$ cat src/sv/bounded_random_from_bits_unit_assert.svh
// assertion macros for the bounded random unit
// used by the top level only, no other dependencies
`ifndef BOUNDED_RANDOM_FROM_BITS_UNIT_ASSERT_SVH
`define BOUNDED_RANDOM_FROM_BITS_UNIT_ASSERT_SVH
`ifndef SYNTHESIS
// same-cycle implication, checked on every rising clk outside reset
`define BRFB_ASSERT_SAME(label, clk, rst_n, ante, cons) \
    label: assert property (@(posedge clk) disable iff (!rst_n) (ante) |-> (cons)) \
        else $error("assertion failed");
// next-cycle implication
`define BRFB_ASSERT_NEXT(label, clk, rst_n, ante, cons) \
    label: assert property (@(posedge clk) disable iff (!rst_n) (ante) |=> (cons)) \
        else $error("assertion failed");
`else
`define BRFB_ASSERT_SAME(label, clk, rst_n, ante, cons)
`define BRFB_ASSERT_NEXT(label, clk, rst_n, ante, cons)
`endif
`endif

$ cat src/sv/brfb_pkg.sv
// shared types, constants and helper functions for the bounded random unit
// no dependencies
package brfb_pkg;

    localparam int VALUE_BITS = 31;

    typedef logic [VALUE_BITS-1:0] word_t;

    // payload carried from cell to cell
    typedef struct packed {
        word_t lo;
        word_t hi;
        word_t src;
        word_t v;
        logic  done;
        logic  err;
    } stage_t;

    function automatic logic in_range(word_t v, word_t lo, word_t hi);
        return (v >= lo) && (v <= hi);
    endfunction

    // smear the leading one down to bit 0
    function automatic word_t fill_below(word_t x);
        word_t r;
        r = x;
        for (int s = 1; s < VALUE_BITS; s = s * 2)
        begin
            r = r | (r >> s);
        end
        return r;
    endfunction

endpackage

$ cat src/sv/brfb_if.sv
// handshake channels of the bounded random unit: request and result
// depends on brfb_pkg
interface brfb_req_if
    import brfb_pkg::*;
();
    logic  valid;
    logic  ready;
    word_t low_bound;
    word_t high_bound;
    word_t random_bits;
    logic  toward_high;

    modport source (output valid, low_bound, high_bound, random_bits, toward_high,
                    input ready);
    modport sink   (input valid, low_bound, high_bound, random_bits, toward_high,
                    output ready);
endinterface

interface brfb_rsp_if
    import brfb_pkg::*;
();
    logic  valid;
    logic  ready;
    word_t value;
    logic  range_error;

    modport source (output valid, value, range_error, input ready);
    modport sink   (input valid, value, range_error, output ready);
endinterface

$ cat src/sv/brfb_front.sv
// entry stage: bound check, field mask and first range test
// depends on brfb_pkg
module brfb_front
    import brfb_pkg::*;
(
    input  logic   clk,
    input  logic   rst_n,
    input  logic   in_valid,
    input  word_t  low_bound,
    input  word_t  high_bound,
    input  word_t  random_bits,
    input  logic   toward_high,
    output logic   in_ready,
    output logic   out_valid,
    output stage_t out_data,
    input  logic   out_ready
);

    logic   valid_reg;
    stage_t data_reg;
    stage_t data_next;
    logic   advance;

    // stage may load when empty or when its beat moves on
    assign advance  = !valid_reg || out_ready;
    assign in_ready = advance;

    // masked random word, inverted bounds force value zero and stop the walk
    always_comb
    begin
        data_next.lo  = low_bound;
        data_next.hi  = high_bound;
        data_next.src = toward_high ? high_bound : low_bound;
        data_next.err = low_bound > high_bound;
        if (data_next.err)
        begin
            data_next.v    = '0;
            data_next.done = 1'b1;
        end
        else
        begin
            data_next.v    = random_bits & fill_below(high_bound);
            data_next.done = in_range(data_next.v, low_bound, high_bound);
        end
    end

    // valid flag
    always_ff @(posedge clk or negedge rst_n)
    begin
        if (!rst_n)
        begin
            valid_reg <= 1'b0;
        end
        else if (advance)
        begin
            valid_reg <= in_valid;
        end
    end

    // payload
    always_ff @(posedge clk)
    begin
        if (advance && in_valid)
        begin
            data_reg <= data_next;
        end
    end

    assign out_valid = valid_reg;
    assign out_data  = data_reg;

endmodule

$ cat src/sv/brfb_cell.sv
// one fix-up cell: copies one bit from the source bound unless already in range
// depends on brfb_pkg
module brfb_cell
    import brfb_pkg::*;
(
    input  logic   clk,
    input  logic   rst_n,
    input  word_t  bit_sel,
    input  logic   in_valid,
    input  stage_t in_data,
    output logic   in_ready,
    output logic   out_valid,
    output stage_t out_data,
    input  logic   out_ready
);

    logic   valid_reg;
    stage_t data_reg;
    stage_t data_next;
    logic   advance;

    // stage may load when empty or when its beat moves on
    assign advance  = !valid_reg || out_ready;
    assign in_ready = advance;

    // replace this cell's bit and retest the range
    always_comb
    begin
        data_next = in_data;
        if (!in_data.done)
        begin
            data_next.v    = (in_data.v & ~bit_sel) | (in_data.src & bit_sel);
            data_next.done = in_range(data_next.v, in_data.lo, in_data.hi);
        end
    end

    // valid flag
    always_ff @(posedge clk or negedge rst_n)
    begin
        if (!rst_n)
        begin
            valid_reg <= 1'b0;
        end
        else if (advance)
        begin
            valid_reg <= in_valid;
        end
    end

    // payload
    always_ff @(posedge clk)
    begin
        if (advance && in_valid)
        begin
            data_reg <= data_next;
        end
    end

    assign out_valid = valid_reg;
    assign out_data  = data_reg;

endmodule

$ cat src/sv/bounded_random_from_bits_unit.sv
// top level of the bounded random unit: entry stage and a row of fix-up cells
// depends on brfb_pkg, brfb_if, brfb_front, brfb_cell and the assertion header
//
// Usage: each request beat on "bounds" carries low_bound, high_bound, a fresh
// random_bits word and toward_high. One result beat per request leaves on
// "result" with value in [low_bound, high_bound], or range_error set and value
// zero when low_bound exceeds high_bound.
// The random word is masked below the leading one of high_bound, then a row of
// VALUE_BITS cells walks from the top bit down, each cell copying its bit from
// the chosen bound until the value lands inside the range.
// Path: a request beat reaches the result port through one entry stage plus one
// register per cell, the last cell holding the result.
// Throughput: one beat per cycle unless the result stalls; every stage is a register stage.
// Stall: a stalled result holds its stage; each earlier stage keeps loading
// while it or a later stage is empty, so bubbles close up and requests are
// still taken while the result waits, until the row is full.
// Reset: asynchronous, clears all stage valid flags; no request is in flight
// afterwards and bounds.ready is high at once.
`include "bounded_random_from_bits_unit_assert.svh"

module bounded_random_from_bits_unit
    import brfb_pkg::*;
(
    input  logic    clk,
    input  logic    rst_n,
    brfb_req_if.sink   bounds,
    brfb_rsp_if.source result
);

    logic   chain_valid [0:VALUE_BITS];
    logic   chain_ready [0:VALUE_BITS];
    stage_t chain_data  [0:VALUE_BITS];

    // entry stage
    brfb_front u_front (
        .clk         (clk),
        .rst_n       (rst_n),
        .in_valid    (bounds.valid),
        .low_bound   (bounds.low_bound),
        .high_bound  (bounds.high_bound),
        .random_bits (bounds.random_bits),
        .toward_high (bounds.toward_high),
        .in_ready    (bounds.ready),
        .out_valid   (chain_valid[0]),
        .out_data    (chain_data[0]),
        .out_ready   (chain_ready[0])
    );

    // row of cells, cell k handles bit VALUE_BITS-1-k
    for (genvar k = 0; k < VALUE_BITS; k++)
    begin : g_cell
        brfb_cell u_cell (
            .clk       (clk),
            .rst_n     (rst_n),
            .bit_sel   (word_t'(1) << (VALUE_BITS - 1 - k)),
            .in_valid  (chain_valid[k]),
            .in_data   (chain_data[k]),
            .in_ready  (chain_ready[k]),
            .out_valid (chain_valid[k+1]),
            .out_data  (chain_data[k+1]),
            .out_ready (chain_ready[k+1])
        );
    end

    // result channel
    assign chain_ready[VALUE_BITS] = result.ready;
    assign result.valid            = chain_valid[VALUE_BITS];
    assign result.value            = chain_data[VALUE_BITS].v;
    assign result.range_error      = chain_data[VALUE_BITS].err;

    // checks
    `BRFB_ASSERT_SAME(a_walk_done, clk, rst_n, chain_valid[VALUE_BITS], chain_data[VALUE_BITS].done)
    `BRFB_ASSERT_SAME(a_err_zero, clk, rst_n, result.valid && result.range_error, result.value == '0)
    `BRFB_ASSERT_SAME(a_in_bounds, clk, rst_n, result.valid && !result.range_error, in_range(chain_data[VALUE_BITS].v, chain_data[VALUE_BITS].lo, chain_data[VALUE_BITS].hi))
    `BRFB_ASSERT_NEXT(a_front_hold, clk, rst_n, chain_valid[0] && !chain_ready[0], chain_valid[0] && $stable(chain_data[0]))

endmodule
$ cat src/flat_wrapper.sv
// flat-port wrapper written by rule: the top's interface ports become plain ports
module bounded_random_from_bits_unit_flat import brfb_pkg::*;
  (clk, rst_n, bounds_valid, bounds_low_bound, bounds_high_bound, bounds_random_bits, bounds_toward_high, bounds_ready, result_valid, result_value, result_range_error, result_ready);
  brfb_req_if bounds_i ();
  brfb_rsp_if result_i ();
  input  logic clk;
  input  logic rst_n;
  input wire logic [$bits(bounds_i.valid)-1:0] bounds_valid;
  input wire logic [$bits(bounds_i.low_bound)-1:0] bounds_low_bound;
  input wire logic [$bits(bounds_i.high_bound)-1:0] bounds_high_bound;
  input wire logic [$bits(bounds_i.random_bits)-1:0] bounds_random_bits;
  input wire logic [$bits(bounds_i.toward_high)-1:0] bounds_toward_high;
  output wire logic [$bits(bounds_i.ready)-1:0] bounds_ready;
  output wire logic [$bits(result_i.valid)-1:0] result_valid;
  output wire logic [$bits(result_i.value)-1:0] result_value;
  output wire logic [$bits(result_i.range_error)-1:0] result_range_error;
  input wire logic [$bits(result_i.ready)-1:0] result_ready;
  assign bounds_i.valid = bounds_valid;
  assign bounds_i.low_bound = bounds_low_bound;
  assign bounds_i.high_bound = bounds_high_bound;
  assign bounds_i.random_bits = bounds_random_bits;
  assign bounds_i.toward_high = bounds_toward_high;
  assign bounds_ready = bounds_i.ready;
  assign result_valid = result_i.valid;
  assign result_value = result_i.value;
  assign result_range_error = result_i.range_error;
  assign result_i.ready = result_ready;
  bounded_random_from_bits_unit u_core (.clk(clk), .rst_n(rst_n), .bounds(bounds_i), .result(result_i));
endmodule
$ cat config.mk
export PLATFORM = sky130hd
export DESIGN_NAME = bounded_random_from_bits_unit_flat
export DESIGN_NICKNAME = d
export VERILOG_FILES = /design/src/sv/brfb_pkg.sv /design/src/sv/brfb_if.sv /design/src/sv/brfb_front.sv /design/src/sv/brfb_cell.sv /design/src/sv/bounded_random_from_bits_unit.sv /design/src/flat_wrapper.sv
export VERILOG_INCLUDE_DIRS = /design/src /design/src/sv
export SDC_FILE = /design/constraint.sdc
export NUM_CORES = 2
export LEC_CHECK = 0
export ABC_AREA = 1
export BUFFER_PORTS_ARGS = -buffer_cell sky130_fd_sc_hd__buf_2
export CAP_MARGIN = 20
export CORE_MARGIN = 5
export CORE_UTILIZATION = 45
export DETAILED_ROUTE_END_ITERATION = 10
export MAX_ROUTING_LAYER = met4
export SYNTH_ARGS = -nofsm -noshare
export SYNTH_HDL_FRONTEND = slang
export SYNTH_SLANG_ARGS = --single-unit
export TNS_END_PERCENT = 10
$ cat constraint.sdc
create_clock -name clk -period 7.1 [get_ports clk]
set_input_delay 1.065 -clock clk [delete_from_list [all_inputs] [get_ports clk]]
set_output_delay 1.065 -clock clk [all_outputs]
set_load 0.02 [all_outputs]
==> impl_results.md <==
- Run status: finished, final reports clean
- Clk pin slew, worst setup/hold paths: 0.06 ns
- Library cells used by synthesis: 60
- Placed cell count: 16160
- Worst r2r path cells: 18
- Drt wl/cell: 18.25 microns
- Fmax: 185.6 MHz
- Max Clock Skew: 0.06976 ns
- Internal Power: 36.64 mW
- R2r setup slk: 2.56 ns
- Post-synth EDFFs: 3411
- Data arrival time of the critical path: 4.32 ns
- Sw power: 11.69 mW
- Die area: 356400 sq um
- Die W: 597.0 microns
- Detailed Place HPWL: 247500 microns
- Placer Congestion: 0.9382
- PortBufs: 131
- Yosys warns: 0
- Power per Cell Area: 278.2 nW/um^2
- Vias per cell: 4.988
- Sequential Power Share: 51.9%
- TritonRoute pass-1 iters: 5
- Vias in the first global route: 90500
- Final Cycle Share: 75.88%
- Fin nets: 14030
- Post-Syn Area: 155100 sq um
- Post-CTS sizing: 0
- Switching share of power: 24.20%
- Critical Path Slowest Stage Cell: dfrtp_1
- Layout cell share with drive strength beyond 1: 6.459%
- Starting Density: 45.21%
- Commonest non-fill, non-tap cells in the layout: edfxtp_1, inv_1, ha_1, nand2_1, a21oi_1
- Root Buffer: clkbuf_16
- Initial antenna violation count: 2
- Row count: 215
- Setup bufs post-CTS: 0
- CTS H-tree depth: 5
- RSZ-0062 raised after global routing: no
- Slew Limit Fails: 0
- CP Cell Sequence: nand4_2 > nor2_2 > nand4_2 > nor2_4 > nand4_4 > nor2_4 > nand4_4 > nor2_4 > nand4_4 > nor2_4 > nand4_4 > nor2_4 > nand2_2 > nor2_2 > nand3_2 > nor2_4 > nand4_2 > buf_2
- Comb power frac: 10.0%
- Critical Path RT: 6.03 ns
- Cell count after synthesis: 11460
- Worst Setup End Kind: primary output
- Least-Margin Pin Slew: 1.088 ns
- Hold WC Path Type: input port to async pin
- Ys flop type: edfxtp_1
- Die H: 597.0 microns
- Worst skew pair latency: 0.94 ns
- CP peak stage delay: 0.38 ns
- Cts hold-fix bufs: 0
- Post-synth ARST share: 0.9294%
- Fin. Hold Viols: 0
- Most frequent CP cell: nor2_4
- Setup crit start kind: flip-flop
- FF+latch count, synth: 3443
- GRT Total Usage: 17.75%
- Worst rel slew slack: 26.78%
- CTS Buf Count: 365
- R2r endpoint: u_core.u_front.out_data[98]$_DFFE_PP_
- Power after layout: 48.33 mW
- Total gr overflow: 0
- DRT antenna net count: 0
- Syn Area/Cell: 13.53 sq um
- Commonest non-fill, non-tap cell in the layout: edfxtp_1
- Core Area: 343000 sq um
- Finish-stage setup viols: 0
- Largest net degree at the start of global routing: 127
- Clock sink total: 3443
- Critical path fanouts, max: 4
- Final Non-Filler Cells: 16840
- Clk pwr share: 38.0%
- Max_cap viols: 0
- Clock Path Buffers: 4
- Initial DRC Count: 3372
- Critical path class: flip-flop to primary output
- VDD IR max: 0.2101 mV
- First-pass GRT wire length: 477600 microns
- CTS tree: built
- Final wirelength: 307200 microns
- Leak: 74.34 nW
- Min Tclk post-route: 5.388 ns
- Syn nets: 13510
- Sequential fraction of the synthesis area: 66.58%
- DRC violations left: 0
- Layout-stage area growth over the synthesis result: 12.04%
- Routed vias: 83990
- Reg-to-Reg Start: u_core.g_cell[30].u_cell.out_valid$_DFFE_PN0P_
- Worst hold slack: 0.04426 ns
- Ports: 132
==> worst max-delay path by stage <==
stage / from / endpoint / slack (ns) / depth (start not counted)
floorplan: result_ready / u_core.u_front.out_data[0]$_DFFE_PP_ / -0.98 / 18
global placement: bounds_high_bound[29] / u_core.u_front.out_data[1]$_SDFFCE_PP1P_ / 0.80 / 41
detailed placement: bounds_high_bound[29] / u_core.u_front.out_data[1]$_SDFFCE_PP1P_ / 1.14 / 41
CTS: u_core.g_cell[30].u_cell.out_valid$_DFFE_PN0P_ / bounds_ready / 1.51 / 18
global route: u_core.g_cell[30].u_cell.out_valid$_DFFE_PN0P_ / bounds_ready / 1.24 / 18
finish: u_core.g_cell[30].u_cell.out_valid$_DFFE_PN0P_ / bounds_ready / 1.71 / 18
==> metrics by stage <==
step	worst slack [ns]	setup TNS, ns	area [sq um]	utilization, %
floorplan	-0.9845	-357.70	155100	-
global placement	0.8040	0	161900	47.21
detailed placement	1.145	0	162000	47.22
CTS	1.507	0	173700	50.63
global route	1.237	0	173700	50.65
finish	1.712	0	173700	50.65
==> logic make-up (layout without fill, tap and decap cells) <==
kind of cell    count (synthesis)  in the layout  synth area share, %
buf+inv                      2396           3215                5.875
other cells                     0              2                    0
flops                        3443           3443                66.58
mux                             1              1             0.007262
fa+ha+maj                    1952           1952                15.75
simple gates                 2078           2078                5.968
compound gates               1588           1588                5.821
==> worst max-delay path: cells and delay by family, from the launching register on <==
kind          cells  cell delay (ns)
simple gates     17             2.88
flops             1             0.38
buf+inv           1             0.17
==> synth_stat cells (14+ instances only) <==
| cell type | number | area share, % |
|---|---|---|
| a211oi_1 | 61 | 0.30 |
| a21o_1 | 34 | 0.16 |
| a21oi_1 | 829 | 2.7 |
| a221oi_1 | 29 | 0.16 |
| a31oi_1 | 41 | 0.17 |
| and3_1 | 17 | 0.069 |
| buf_4 | 31 | 0.15 |
| dfrtp_1 | 32 | 0.52 |
| edfxtp_1 | 3411 | 66 |
| ha_1 | 1952 | 16 |
| inv_1 | 2350 | 5.7 |
| nand2_1 | 1133 | 2.7 |
| nand3_1 | 171 | 0.55 |
| nand3b_1 | 17 | 0.082 |
| nand4_1 | 168 | 0.68 |
| nor2_1 | 322 | 0.78 |
| nor2_4 | 14 | 0.10 |
| nor3_1 | 92 | 0.30 |
| nor4_1 | 97 | 0.39 |
| o2111ai_1 | 16 | 0.090 |
| o211ai_1 | 51 | 0.25 |
| o21a_1 | 45 | 0.22 |
| o21ai_0 | 374 | 1.2 |
| o221ai_1 | 23 | 0.13 |
| o41ai_1 | 22 | 0.12 |
==> power by group through the flow <==
stage,clock (mW),sequential [mW],combinational (mW)
4_1_cts,18.9,25.1,4.95
3_5_place_dp,0,25.5,4.92
2_1_floorplan,0,25.4,3.28
3_3_place_gp,0,25.5,4.70
5_1_grt,19.7,25.3,5.52
6_report,18.4,25.1,4.83
==> area by class of cell <==
type	instances	area [sq um]
multi-input combinational	5619	42910
clock buffer	446	9637
timing repair buffer	192	1291
clock inverter	222	2064
antenna	2	5.005
fill	28790	169300
tap	4557	5702
sequential	3443	103200
inverter	2355	8874
==> registers in the layout (all words and copies together) (netlist names) <==
name	cells
u_core.u_front.out_valid	1
u_core.u_front.out_data	126
u_core.g_cell.u_cell.out_data	3285
u_core.g_cell.u_cell.out_valid	31
==> routing by layer <==
layer	share of wire [%]	vias to the layer above	track usage (%)	wire length [microns]
met5	0	-	-	0
li1	-	41840	-	-
met4	8.7	0	12.64	26650
met3	2.5	899	2.155	7811
met2	58	1327	36.15	179500
met1	30	39920	14.06	93260
No activity file was read; power rests on OpenSTA's default activity.
